===== config.mk =====
export PLATFORM = sky130hd
export DESIGN_NAME = line_sensor_track_step_core
export DESIGN_NICKNAME = d
export VERILOG_FILES = /design/src/rtl/lst_pkg.sv /design/src/rtl/line_sensor_track_step_core.sv
export SDC_FILE = /design/constraint.sdc
export NUM_CORES = 1
export LEC_CHECK = 0
export ABC_AREA = 1
export BUFFER_PORTS_ARGS = -buffer_cell sky130_fd_sc_hd__buf_2
export CORE_MARGIN = 4
export CORE_UTILIZATION = 45
export DETAILED_ROUTE_END_ITERATION = 8
export HOLD_SLACK_MARGIN = 0.03
export PLACE_DENSITY_LB_ADDON = 0.1
export SLEW_MARGIN = 20
export SYNTH_ARGS = -nofsm -noshare
export SYNTH_HDL_FRONTEND = slang
export SYNTH_SLANG_ARGS = --single-unit

===== constraint.sdc =====
create_clock -name clk -period 9.06 [get_ports clk]
set_input_delay 2.718 -clock clk [delete_from_list [all_inputs] [get_ports clk]]
set_output_delay 2.718 -clock clk [all_outputs]
set_load 0.01 [all_outputs]

===== src/rtl/lst_pkg.sv =====
// Shared types and constants for the line sensor track step block.
// No dependencies; imported by line_sensor_track_step_core.
`timescale 1ns / 1ps
`default_nettype none

package lst_pkg;

  // Input word: one command plus a five-sensor sample.
  typedef struct packed {
    logic       command;
    logic [4:0] sensors;
  } sample_t;

  // Result word.
  typedef struct packed {
    logic signed [3:0] bearing;
    logic [1:0]        turn_request;
    logic              running;
    logic              stop_event;
    logic [7:0]        crossings_seen;
  } result_t;

  // Command codes
  localparam logic CMD_TICK    = 1'b0;
  localparam logic CMD_RESTART = 1'b1;

  // Configuration register indexes
  localparam int unsigned CFG_INDEX_W = 2;
  localparam logic [CFG_INDEX_W-1:0] REG_CROSS_TARGET = 2'd0;
  localparam logic [CFG_INDEX_W-1:0] REG_LOST_LIMIT   = 2'd1;
  localparam logic [CFG_INDEX_W-1:0] REG_CROSS_GAP    = 2'd2;

  // Configuration reset values
  localparam logic [7:0] CROSS_TARGET_RST = 8'd4;
  localparam logic [7:0] LOST_LIMIT_RST   = 8'd50;
  localparam logic [5:0] CROSS_GAP_RST    = 6'd50;

  // Turn request codes
  localparam logic [1:0] TURN_NONE  = 2'd0;
  localparam logic [1:0] TURN_LEFT  = 2'd1;
  localparam logic [1:0] TURN_RIGHT = 2'd2;

  // Sensor masks
  localparam logic [4:0] SENS_NONE        = 5'h00;
  localparam logic [4:0] SENS_OUTER_MASK  = 5'h11;
  localparam logic [4:0] SENS_OUTER_LEFT  = 5'h10;
  localparam logic [4:0] SENS_OUTER_RIGHT = 5'h01;
  localparam logic [4:0] SENS_MIDDLE      = 5'h04;
  localparam logic [4:0] SENS_ALL         = 5'h1F;

  // Sensor patterns that set a bearing
  localparam logic [4:0] PAT_CENTER     = 5'h04;
  localparam logic [4:0] PAT_MID_LEFT   = 5'h0C;
  localparam logic [4:0] PAT_MID_RIGHT  = 5'h06;
  localparam logic [4:0] PAT_LEFT       = 5'h08;
  localparam logic [4:0] PAT_RIGHT      = 5'h02;
  localparam logic [4:0] PAT_WIDE_LEFT  = 5'h18;
  localparam logic [4:0] PAT_WIDE_RIGHT = 5'h03;
  localparam logic [4:0] PAT_EDGE_LEFT  = 5'h10;
  localparam logic [4:0] PAT_EDGE_RIGHT = 5'h01;

  localparam logic [7:0] COUNT_MAX = 8'hFF;

endpackage : lst_pkg

`default_nettype wire


===== src/rtl/line_sensor_track_step_core.sv =====
// Five-sensor line follower step: mode, bearing, corner and crossing logic.
// Depends on lst_pkg (word types, codes, sensor patterns).
// A result word is registered into the result register, or into the skid register
// while the result register is held. Throughput: one sample word per cycle while
// intake is not stalled; the mode/timer update is one pass of combinational logic into the state registers.
// A two-entry output (result register plus skid register) keeps intake open while
// a result waits; intake stalls only when both entries are full.
// Reset (rst, synchronous): mode starting, counters cleared, config to defaults.
`timescale 1ns / 1ps
`default_nettype none

module line_sensor_track_step_core (
  input  wire logic                              clk,
  input  wire logic                              rst,
  // sample channel
  input  wire logic                              sample_valid,
  output      logic                              sample_stall,
  input  wire lst_pkg::sample_t                  sample,
  // result channel
  output      logic                              result_valid,
  input  wire logic                              result_stall,
  output      lst_pkg::result_t                  result,
  // configuration write channel
  input  wire logic                              cfg_valid,
  output      logic                              cfg_ready,
  input  wire logic [lst_pkg::CFG_INDEX_W-1:0]   cfg_index,
  input  wire logic [7:0]                        cfg_data
);
  import lst_pkg::*;

  typedef enum logic [2:0] {
    MODE_STARTING,
    MODE_RUNNING,
    MODE_CORNER_L,
    MODE_CORNER_R,
    MODE_STOPPED
  } mode_t;

  // configuration
  logic [7:0] cross_target;
  logic [7:0] lost_limit;
  logic [5:0] cross_gap;

  // tracking state
  mode_t             mode, mode_next;
  logic signed [3:0] bearing_value, bearing_value_next;
  logic [4:0]        edge_pattern, edge_pattern_next;
  logic [5:0]        gap_timer, gap_timer_next;
  logic [7:0]        cross_total, cross_total_next;
  logic              cross_armed, cross_armed_next;
  logic [7:0]        lost_timer, lost_timer_next;

  // output buffering
  logic    skid_valid;
  result_t skid;
  result_t res_next;

  logic accept;
  logic take_free;
  logic stop;

  // intermediate values of a running tick
  logic [5:0] gap_inc;
  logic [7:0] lost_inc;
  logic [7:0] total_inc;
  logic [4:0] edge_upd;

  assign cfg_ready    = 1'b1;
  assign sample_stall = skid_valid;
  assign accept       = sample_valid && !sample_stall;
  // result register can load this cycle
  assign take_free    = !result_valid || !result_stall;

  always_comb begin
    gap_inc   = (gap_timer < cross_gap) ? gap_timer + 6'd1 : cross_gap;
    lost_inc  = (lost_timer == COUNT_MAX) ? COUNT_MAX : lost_timer + 8'd1;
    total_inc = (cross_total == COUNT_MAX) ? COUNT_MAX : cross_total + 8'd1;
    edge_upd  = ((sample.sensors & SENS_OUTER_MASK) != SENS_NONE) ? sample.sensors
                                                                  : edge_pattern;

    mode_next          = mode;
    bearing_value_next = bearing_value;
    edge_pattern_next  = edge_pattern;
    gap_timer_next     = gap_timer;
    cross_total_next   = cross_total;
    cross_armed_next   = cross_armed;
    lost_timer_next    = lost_timer;
    stop               = 1'b0;

    if (sample.command == CMD_RESTART) begin
      mode_next         = MODE_STARTING;
      cross_total_next  = '0;
      cross_armed_next  = 1'b1;
      gap_timer_next    = '0;
      edge_pattern_next = SENS_MIDDLE;
    end else begin
      case (mode)
        MODE_STARTING: begin
          mode_next = MODE_RUNNING;
        end
        MODE_RUNNING: begin
          gap_timer_next    = gap_inc;
          edge_pattern_next = edge_upd;
          if (sample.sensors != SENS_NONE) begin
            lost_timer_next = '0;
          end
          case (sample.sensors)
            SENS_NONE: begin
              // line lost: corner if an outer sensor saw it last
              if ((edge_upd & SENS_OUTER_LEFT) != SENS_NONE) begin
                mode_next = MODE_CORNER_L;
              end else if ((edge_upd & SENS_OUTER_RIGHT) != SENS_NONE) begin
                mode_next = MODE_CORNER_R;
              end else if (lost_inc >= lost_limit) begin
                lost_timer_next = '0;
                stop            = 1'b1;
              end else begin
                lost_timer_next = lost_inc;
              end
            end
            PAT_CENTER:     bearing_value_next = 4'sd0;
            PAT_MID_LEFT:   bearing_value_next = -4'sd1;
            PAT_MID_RIGHT:  bearing_value_next = 4'sd1;
            PAT_LEFT:       bearing_value_next = -4'sd2;
            PAT_RIGHT:      bearing_value_next = 4'sd2;
            PAT_WIDE_LEFT:  bearing_value_next = -4'sd4;
            PAT_WIDE_RIGHT: bearing_value_next = 4'sd4;
            PAT_EDGE_LEFT:  bearing_value_next = -4'sd7;
            PAT_EDGE_RIGHT: bearing_value_next = 4'sd7;
            SENS_ALL: begin
              // first crossing after restart skips gap and target checks
              if (cross_armed) begin
                cross_total_next = total_inc;
                cross_armed_next = 1'b0;
                gap_timer_next   = '0;
              end else if (gap_inc >= cross_gap) begin
                gap_timer_next   = '0;
                cross_total_next = total_inc;
                if (total_inc >= cross_target) begin
                  stop = 1'b1;
                end
              end
            end
            default: begin
            end
          endcase
          if (stop) begin
            mode_next = MODE_STOPPED;
          end
        end
        MODE_CORNER_L, MODE_CORNER_R: begin
          if (sample.sensors != SENS_NONE) begin
            mode_next = MODE_RUNNING;
          end
        end
        default: begin
        end
      endcase
    end

    res_next.bearing        = bearing_value_next;
    res_next.turn_request   = (mode_next == MODE_CORNER_L) ? TURN_LEFT  :
                              (mode_next == MODE_CORNER_R) ? TURN_RIGHT : TURN_NONE;
    res_next.running        = (mode_next == MODE_RUNNING) || (mode_next == MODE_CORNER_L) ||
                              (mode_next == MODE_CORNER_R);
    res_next.stop_event     = stop;
    res_next.crossings_seen = cross_total_next;
  end

  always_ff @(posedge clk) begin
    if (rst) begin
      cross_target  <= CROSS_TARGET_RST;
      lost_limit    <= LOST_LIMIT_RST;
      cross_gap     <= CROSS_GAP_RST;
      mode          <= MODE_STARTING;
      bearing_value <= '0;
      edge_pattern  <= '0;
      gap_timer     <= '0;
      cross_total   <= '0;
      cross_armed   <= 1'b1;
      lost_timer    <= '0;
      result_valid  <= 1'b0;
      skid_valid    <= 1'b0;
    end else begin
      if (cfg_valid && cfg_ready) begin
        case (cfg_index)
          REG_CROSS_TARGET: cross_target <= cfg_data;
          REG_LOST_LIMIT:   lost_limit   <= cfg_data;
          REG_CROSS_GAP:    cross_gap    <= cfg_data[5:0];
          default: begin
          end
        endcase
      end

      if (accept) begin
        mode          <= mode_next;
        bearing_value <= bearing_value_next;
        edge_pattern  <= edge_pattern_next;
        gap_timer     <= gap_timer_next;
        cross_total   <= cross_total_next;
        cross_armed   <= cross_armed_next;
        lost_timer    <= lost_timer_next;
      end

      if (take_free) begin
        // skid word goes first to keep order; no intake while skid is full
        if (skid_valid) begin
          result       <= skid;
          result_valid <= 1'b1;
          skid_valid   <= 1'b0;
        end else if (accept) begin
          result       <= res_next;
          result_valid <= 1'b1;
        end else begin
          result_valid <= 1'b0;
        end
      end else if (accept) begin
        skid       <= res_next;
        skid_valid <= 1'b1;
      end
    end
  end

  // skid entry only fills behind a held result
  assert property (@(posedge clk) disable iff (rst) skid_valid |-> result_valid)
    else $error("skid word present without a result word");

  // a stop always leaves tracking inactive
  assert property (@(posedge clk) disable iff (rst)
    (result_valid && result.stop_event) |-> !result.running)
    else $error("stop word still shows running");

  // a corner turn is only reported while running
  assert property (@(posedge clk) disable iff (rst)
    (result_valid && result.turn_request != TURN_NONE) |-> result.running)
    else $error("turn request while not running");

  // an accepted restart puts the block back into starting
  assert property (@(posedge clk) disable iff (rst)
    (accept && sample.command == CMD_RESTART) |=> (mode == MODE_STARTING))
    else $error("restart did not reach starting mode");

endmodule : line_sensor_track_step_core

`default_nettype wire


== Yosys cells after proc, flatten, opt, wreduce, memory -nomap -nowiden ==
Cells that the tools add are included.
Cells by class
  $add $sub $neg: 3
  $lt $le $gt $ge: 4
  reductions and logical operators: 25
  multiplexer cells: 51
  equality and inequality tests: 20
  bitwise gates (word level): 3
Operators by type and width (number)
  two-way mux 8 bit: 12
  two-way mux 6 bit: 6
  case mux 4 bit (9 select lines): 1
  two-way mux 16 bit: 2
  two-way mux 3 bit: 6
  adder 8 x 1 -> 8 bit (second input constant): 2
  == test 8 bit (second input constant): 2
  >= comparator 8 bit: 2
  == test 5 bit (second input constant): 3
  two-way mux 1 bit: 15
  two-way mux 5 bit: 3
  == test 3 x 2 -> 1 bit (second input constant): 4
  AND reduction 3 bit: 4
  == test 5 x 2 -> 1 bit (second input constant): 2
  == test 5 x 3 -> 1 bit (second input constant): 2
  == test 5 x 4 -> 1 bit (second input constant): 2
  nonzero test 5 bit: 2
  case mux 3 bit (3 select lines): 1
  two-way mux 4 bit: 2
  AND reduction 2 bit: 4
  adder 6 x 1 -> 6 bit (second input constant): 1
  == test 3 x 1 -> 1 bit (second input constant): 2
  >= comparator 6 bit: 1
  less-than comparator 6 bit: 1
  other kinds (14): 24
Storage, ports and cells
  bits in registers: 88
  input port bits: 21
  word-level logic and storage cells: 128

== Depth between registers and ports, before layout ==
Gate-level depths: netlist of run 1.
  depth after elaboration: 17
  mapped depth: 25
  depth with buffers taken out: 25

== Worst setup path after synthesis of run 1 ==
No wires, ideal clock.
  path kind: input port to flip-flop
  start: input rst
  end: register skid[0] (netlist bit) (enable)
  buffers on the path: 1
  arrival: 3918 ps
  setup slack: 4753 ps
  stages: 4
  cell sequence: inv_1 > clkbuf_1 > nand2_1 > nor2_1
Between the ends
  cells in the longest elaborated chain, start to end: 2
RTL lines
  start: declaration: RTL line line_sensor_track_step_core.sv:14  | input wire logic rst,
  NOT 1 bit (no line)
  AND reduction 3 bit (no line)
  end signal: assignment: RTL line line_sensor_track_step_core.sv:218  | skid <= res_next;
  end: declaration: RTL line line_sensor_track_step_core.sv:55  | result_t skid;
No other way between the ends.
A chain may end at the register's enable or synchronous reset.

== Final worst setup path of run 1 ==
  start: input rst
  end: register result[2] (netlist bit) (enable)
Between the ends
  cells in the longest elaborated chain, start to end: 2
RTL lines
  NOT 1 bit (no line)
  AND reduction 3 bit (no line)
  end signal: assignment: RTL line line_sensor_track_step_core.sv:208  | result <= skid;
  end signal: assignment: RTL line line_sensor_track_step_core.sv:212  | result <= res_next;
  end: declaration: RTL line line_sensor_track_step_core.sv:22  | output lst_pkg::result_t result,
No other way between the ends.

==> implementation parameters, run 1 <==
Parameter                              Value

Power
  Cell internal pwr ... 0.580 mW
  Comb pwr share ... 11.0%
  Proportion of power drawn by the clock network ... 33.9%
  Largest vdd supply drop ... 0.0801 mV
  Switching Share ... 26.0%
  Seq pwr share ... 55.1%
  Switch Pwr ... 0.204 mW
  Cell area power density ... 146 mW/mm^2
  Leakage Power ... 2.45 nW

Detailed routing
  Antenna-violating nets left ... 0
  Met3 wirelength from detailed routing ... 399 um
  Vias ... 4,000
  Avg WL per Cell ... 12.5 um
  Overall routed net length ... 10,100 um
  Topmost layer with routed signal wires ... met4
  DR pass1 iterations ... 4
  Starting DRC count in detailed routing ... 207
  Routed met1 length ... 4870 um
  Drt drc ... 0
  Number of vias per cell ... 4.98
  Met2 WL post-DR ... 4630 um

Yosys
  Most frequently used flop master after synthesis ... sky130_fd_sc_hd__dfxtp_1
  Post-synth cell types ... 39
  Number of nets in the synthesized netlist ... 680
  EDFF count, synth ... 32
  Register area share after synthesis ... 42.7%
  Share of synthesized flip-flops with an asynchronous set or reset ... 0%
  Netlist Area Pre-Place ... 0.00488 mm^2
  Cells after Synth ... 629
  Syn Area/Cell ... 7.76 um^2
  Post-synthesis register bit count ... 88
  Number of warnings reported in the yosys synthesis log ... 0

Placement
  Pre-CTS setup slack ... 3540 ps
  Final GP Congestion ... 0.840
  Half-perimeter wire length after detailed placement ... 7610 um
  I/O Buffers ... 38
  Number of placed instances, taps included ... 788

Floorplan
  Placeable core region ... 0.0105 mm^2
  Area of the die ... 0.0126 mm^2
  Die extent in x ... 112 um
  Rows ... 37
  Die Y-Extent ... 112 um
  Starting utilization of the core area ... 46.7%
  Number of placed I/O pins ... 40

STA
  Minimum period implied by the final worst setup slack ... 4800 ps
  Max Fclk ... 0.208 GHz
  Number of hold violations in the final report ... 0
  Share of the cycle needed by the critical path after routing ... 53.0%
  Final setup viols ... 0
  Minimum setup slack in the final design ... 4260 ps
  Slew @ Worst Pin ... 966 ps
  Worst max-slew margin expressed relative to the limit ... 35.5%
  Worst clock skew ... 14.6 ps
  Number of pins with negative max-slew slack in the final report ... 0
  Setup repair after global routing missed its margin ... no
  Post-route worst hold slack ... 464 ps
  Final TNS setup ... 0 ps

Global routing
  Global Route Usage Sum ... 16.8%
  Maximum number of pins on one net before global-route repair ... 37
  Wire length of the first global-routing pass ... 17,600 um
  Number of antenna violations at the first check in global routing ... 0
  Remaining global-route overflow ... 0
  Number of global-route vias before repair ... 3,825

Cells and area
  Number of non-filler instances in the completed layout ... 804
  P&R area growth vs syn ... 9.69%
  Final Core Density ... 51.2%
  Total inserted antenna cells ... 0
  Fraction of layout cells with a size suffix above 1 ... 15.4%
  Total number of nets in the final design ... 714
  Leading cell type in the layout, fill and taps excluded ... sky130_fd_sc_hd__nand2_1
  Commonest non-fill, non-tap cells in the layout ... sky130_fd_sc_hd__nand2_1 (151), sky130_fd_sc_hd__inv_1 (90), sky130_fd_sc_hd__dfxtp_1 (56)

Worst setup path
  CP startpoint ... rst
  Worst setup path end ... result[2]
  Register-to-register setup slack ... 5720 ps
  CP max FO ... 36
  Number of cell instances on the worst register-to-register path ... 16
  Crit-path cells ... buf_2, inv_1, o21ai_0, nor2_2
  Type of the setup path with the least slack ... in -> reg
  Slowest stage cell, crit path ... sky130_fd_sc_hd__inv_1
  Beginning of the worst register-to-register path ... cross_gap[5]
  Critical register-to-register path endpoint ... result[5]
  Kind of start point of the critical path ... input port
  Crit path required time ... 9050 ps
  Longest individual stage delay on the worst path ... 760 ps
  Worst setup EP type ... flop
  Critical path data arrival time ... 4790 ps

Run
  Max Cap Viol ... 0

Clock network
  CTS buffer count ... 9
  Maximum level of the CTS H-tree ... 3
  Buffer count from post-CTS setup fixing ... 0
  Clock transition at the register clock pins on the worst setup and hold paths after CTS ... 80 ps
  CTS-repair resized insts ... 0
  Largest buffer count on any clock path ... 2
  Insertion delay to the later sink of the worst-skew pair ... 360 ps
  Number of hold-repair buffers added at the cts stage ... 0
  Clock tree from TritonCTS ... yes
  Sink count of the clock tree ... 88
  Clock tree root buffer cell ... sky130_fd_sc_hd__clkbuf_8

Worst hold path
  Class of the most critical hold timing path ... reg -> reg
  Critical hold path startpoint ... edge_pattern[0]

Status
  Status ... complete, no violations
-- state kept, by name (all words and copies together) (netlist names) --
signal         cells
cross_total        8
result_valid       1
cross_target       8
lost_limit         8
lost_timer         8
cross_gap          6
skid              16
edge_pattern       2
result            16
cross_armed        1
sample_stall       1
bearing_value      4
mode               3
gap_timer          6
-- how the worst min path moves through the flow --
stage	end	slack, ps	cells past startpoint
floorplan	cross_target[7]	440	2
global placement	edge_pattern[0]	460	2
detailed placement	edge_pattern[0]	460	2
CTS	edge_pattern[0]	470	2
global route	edge_pattern[0]	490	2
finish	edge_pattern[0]	460	2
-- cells by family after synthesis --
logic type	synth area share [%]
buffers and inverters	9.48
AOI/OAI and AO/OA	17.9
and+or+nand+nor	21.3
other	0.0768
DFF	42.7
adders and majority gates	7.69
xor gates and xnor gates	0.897
-- synth_stat cells, drive strengths merged, types with 2 or more instances --
| cell | n | area share (%) |
|---|---|---|
| a21oi | 60 | 6.8 |
| a31oi | 2 | 0.26 |
| buf | 7 | 0.90 |
| clkbuf | 8 | 0.62 |
| clkinv | 3 | 0.28 |
| dfxtp | 56 | 23 |
| edfxtp | 32 | 20 |
| ha | 30 | 7.7 |
| inv | 100 | 7.7 |
| nand2 | 157 | 12 |
| nand3 | 23 | 2.4 |
| nand4 | 7 | 0.90 |
| nor2 | 44 | 4.0 |
| nor3 | 8 | 1.3 |
| o211ai | 13 | 2.6 |
| o21a | 3 | 0.46 |
| o21ai | 63 | 7.1 |
| o21bai | 2 | 0.31 |
| xnor2 | 2 | 0.36 |
| xor2 | 3 | 0.54 |
-- worst max-delay path, delay by kind of cell --
kind	cells	cell delay, ps
AOI/OAI and AO/OA	1	380
and+or+nand+nor	1	670
buffers and inverters	2	1010
-- per-layer routing --
layer / up-vias / GRT usage (%)
met5: - / 0
met2: 75 / 28.3
li1: 2124 / -
met3: 17 / 3.18
met4: 0 / 5.85
met1: 1784 / 21.7
-- power by group through the flow --
stage               logic, mW  registers, mW  clock network [mW]
finish                 0.0862          0.432               0.266
global route           0.0994          0.434               0.287
CTS                    0.0867          0.432               0.270
detailed placement     0.0860          0.441                   0
global placement       0.0831          0.441                   0
floorplan              0.0592          0.441                   0
-- layout make-up --
type	count	area, um^2
clock buffers	12	135
clock inverters	4	46.3
fillers	1035	5110
inverters	103	389
multi-input cells	423	2340
flip-flops and latches	88	2080
well taps	136	170
repair buffers	38	190
-- metrics by stage --
step,cell area [um^2],power (mW)
floorplan,4880,0.500
global placement,5170,0.524
detailed placement,5170,0.527
CTS,5350,0.789
global route,5350,0.821
finish,5350,0.784
(Power assumes the default switching activity.)
==> run 2, diff against run 1 <==
==> constraint.sdc (replaced) <==
create_clock -name clk -period 4.3 [get_ports clk]
set_input_delay 1.29 -clock clk [delete_from_list [all_inputs] [get_ports clk]]
set_output_delay 1.29 -clock clk [all_outputs]
set_load 0.01 [all_outputs]
==> run 2 against run 1 <==
Die area stayed put. Largest power group unchanged. Clock-buffer cell count is 2 lower. Routed wire length is 2.4% higher. Register-to-register slack worse by 4700 ps. Design area is 1.0% higher. First-iteration DRC count is 22% lower.
==> implementation parameters, run 2 (synthesized netlist as in run 1, its figures left out) <==
Parameter                              Value

Worst setup path
  Kind of start point of the critical path ... flop
  Count of buffering cells on the critical path with inverters included ... 5
  Beginning of the worst register-to-register path ... cross_gap[3]
  Slowest stage cell, crit path ... sky130_fd_sc_hd__dfxtp_1
  CP max FO ... 14
  Top cell family by delay on the critical path ... compound AO/OA/AOI/OAI gates
  Worst setup EP type ... flop
  Most frequent cell on the critical path ... sky130_fd_sc_hd__inv_1
  Type of the setup path with the least slack ... reg -> reg
  Longest individual stage delay on the worst path ... 340 ps
  Register-to-register setup slack ... 1060 ps
  Crit-path cells ... inv_1, ha_1, a21oi_1, o21a_1, nand2_1, o21ai_0, inv_1, ha_1, nand2_1, inv_1, a21oi_1, nand3_1, nand2_2, clkinv_2, o21ai_1, nor2_2, inv_2, o21ai_2
  Number of cell instances on the worst register-to-register path ... 18
  Crit path required time ... 4410 ps
  Critical path data arrival time ... 3350 ps
  Critical register-to-register path endpoint ... result[1]

Detailed routing
  DR pass1 iterations ... 4
  Avg WL per Cell ... 12.7 um
  Number of vias per cell ... 5.02
  Overall routed net length ... 10,300 um
  Drt drc ... 0
  Antenna-violating nets left ... 0
  Vias ... 4,054
  Starting DRC count in detailed routing ... 162

Floorplan
  Die extent in x ... 112 um
  Rows ... 37
  Starting utilization of the core area ... 46.7%
  Placeable core region ... 0.0105 mm^2
  Number of placed I/O pins ... 40
  Die Y-Extent ... 112 um
  Area of the die ... 0.0126 mm^2

STA
  Slew @ Worst Pin ... 842 ps
  Final TNS setup ... 0 ps
  Worst max-slew margin expressed relative to the limit ... 43.4%
  Setup repair after global routing missed its margin ... no
  Max Fclk ... 0.309 GHz
  Final setup viols ... 0
  Number of pins with negative max-slew slack in the final report ... 0
  Minimum period implied by the final worst setup slack ... 3240 ps
  Share of the cycle needed by the critical path after routing ... 75.3%
  Number of hold violations in the final report ... 0
  Worst clock skew ... 6.65 ps

Global routing
  Global Route Usage Sum ... 16.8%
  Remaining global-route overflow ... 0
  Maximum number of pins on one net before global-route repair ... 35
  Number of global-route vias before repair ... 3,837
  Number of antenna violations at the first check in global routing ... 0
  Wire length of the first global-routing pass ... 17,800 um

Clock network
  Clock transition at the register clock pins on the worst setup and hold paths after CTS ... 90 ps
  Largest buffer count on any clock path ... 2
  Buffer count from post-CTS setup fixing ... 0
  Number of hold-repair buffers added at the cts stage ... 0
  Insertion delay to the later sink of the worst-skew pair ... 350 ps
  Sink count of the clock tree ... 88
  CTS buffer count ... 9
  Clock tree root buffer cell ... sky130_fd_sc_hd__clkbuf_8
  CTS-repair resized insts ... 0
  Maximum level of the CTS H-tree ... 3
  Clock tree from TritonCTS ... yes

Cells and area
  Commonest non-fill, non-tap cells in the layout ... sky130_fd_sc_hd__nand2_1 (151), sky130_fd_sc_hd__inv_1 (90), sky130_fd_sc_hd__dfxtp_1 (56)
  Final non-filler cell area ... 0.00541 mm^2
  P&R area growth vs syn ... 10.8%
  Total inserted antenna cells ... 0
  Fraction of layout cells with a size suffix above 1 ... 16.1%
  Total number of nets in the final design ... 718
  Largest registers ranked by flip-flop count ... result: 16 flops, skid: 16 flops
  Leading cell type in the layout, fill and taps excluded ... sky130_fd_sc_hd__nand2_1

Placement
  Final GP Congestion ... 0.858
  Half-perimeter wire length after detailed placement ... 7830 um
  I/O Buffers ... 38
  Placed cell areas ... 0.00520 mm^2

Status
  Status ... complete, no violations

Power
  Overall power ... 1.72 mW
  Leakage Power ... 2.50 nW
  Cell area power density ... 318 mW/mm^2
  Largest vdd supply drop ... 0.171 mV

Worst hold path
  Class of the most critical hold timing path ... reg -> reg
  Critical hold path startpoint ... edge_pattern[0]
  End of the worst hold path ... edge_pattern[0]
  Cell depth of the worst min-delay path ... 2

Run
  Max Cap Viol ... 0
[run 2: worst register-to-register path: cells and delay by family, from the launching register on]
kind | cells | cell delay [ps]
adder cells (fa/ha/maj) | 2 | 620
buffers and inverters | 5 | 490
AO/OA/AOI/OAI | 6 | 980
AND/OR/NAND/NOR | 5 | 590
flip-flops | 1 | 340
[run 2: layout make-up]
cell class / instances / area, um^2
inverter: 103 / 389
fill: 1057 / 5050
clock buffer: 10 / 128
sequential: 88 / 2080
clock inverter: 6 / 83.8
timing repair buffer: 42 / 220
multi-input combinational: 423 / 2340
tap: 136 / 170
[run 2: power breakdown]
group	internal, mW	switching, mW
Combinational	0.0627	0.121
Clock	0.326	0.299
Sequential	0.894	0.0162
Total	1.28	0.436
[run 2: worst max path at each step]
stage / startpoint / to / slack [ps] / depth (start not counted)
after floorplan: rst / skid[0] / 1420 / 4
after global placement: cross_gap[5] / result[1] / 1230 / 17
after detailed placement: cross_gap[3] / result[1] / 1090 / 17
after CTS: cross_gap[3] / result[1] / 1060 / 18
after global routing: cross_gap[3] / result[1] / 640 / 17
final: cross_gap[3] / result[1] / 1060 / 18
[run 2: per-layer routing]
metal  vias to the layer above  GRT usage (%)  wire (um)
li1                       2140              -          -
met1                      1814           22.0       4920
met2                        80           28.0       4790
met3                        20           3.02        379
met4                         0           5.93        206
met5                         -              0          0
[run 2: stage by stage]
stage          hold WS, ps  worst slack [ps]  instances  utilization, %
2_1_floorplan          435              1420        629               -
3_3_place_gp           449              1230        792            49.7
3_5_place_dp           460              1090        792            49.7
4_1_cts                469              1060        808            51.7
5_1_grt                493               641        808            51.7
6_report               469              1060        808            51.7
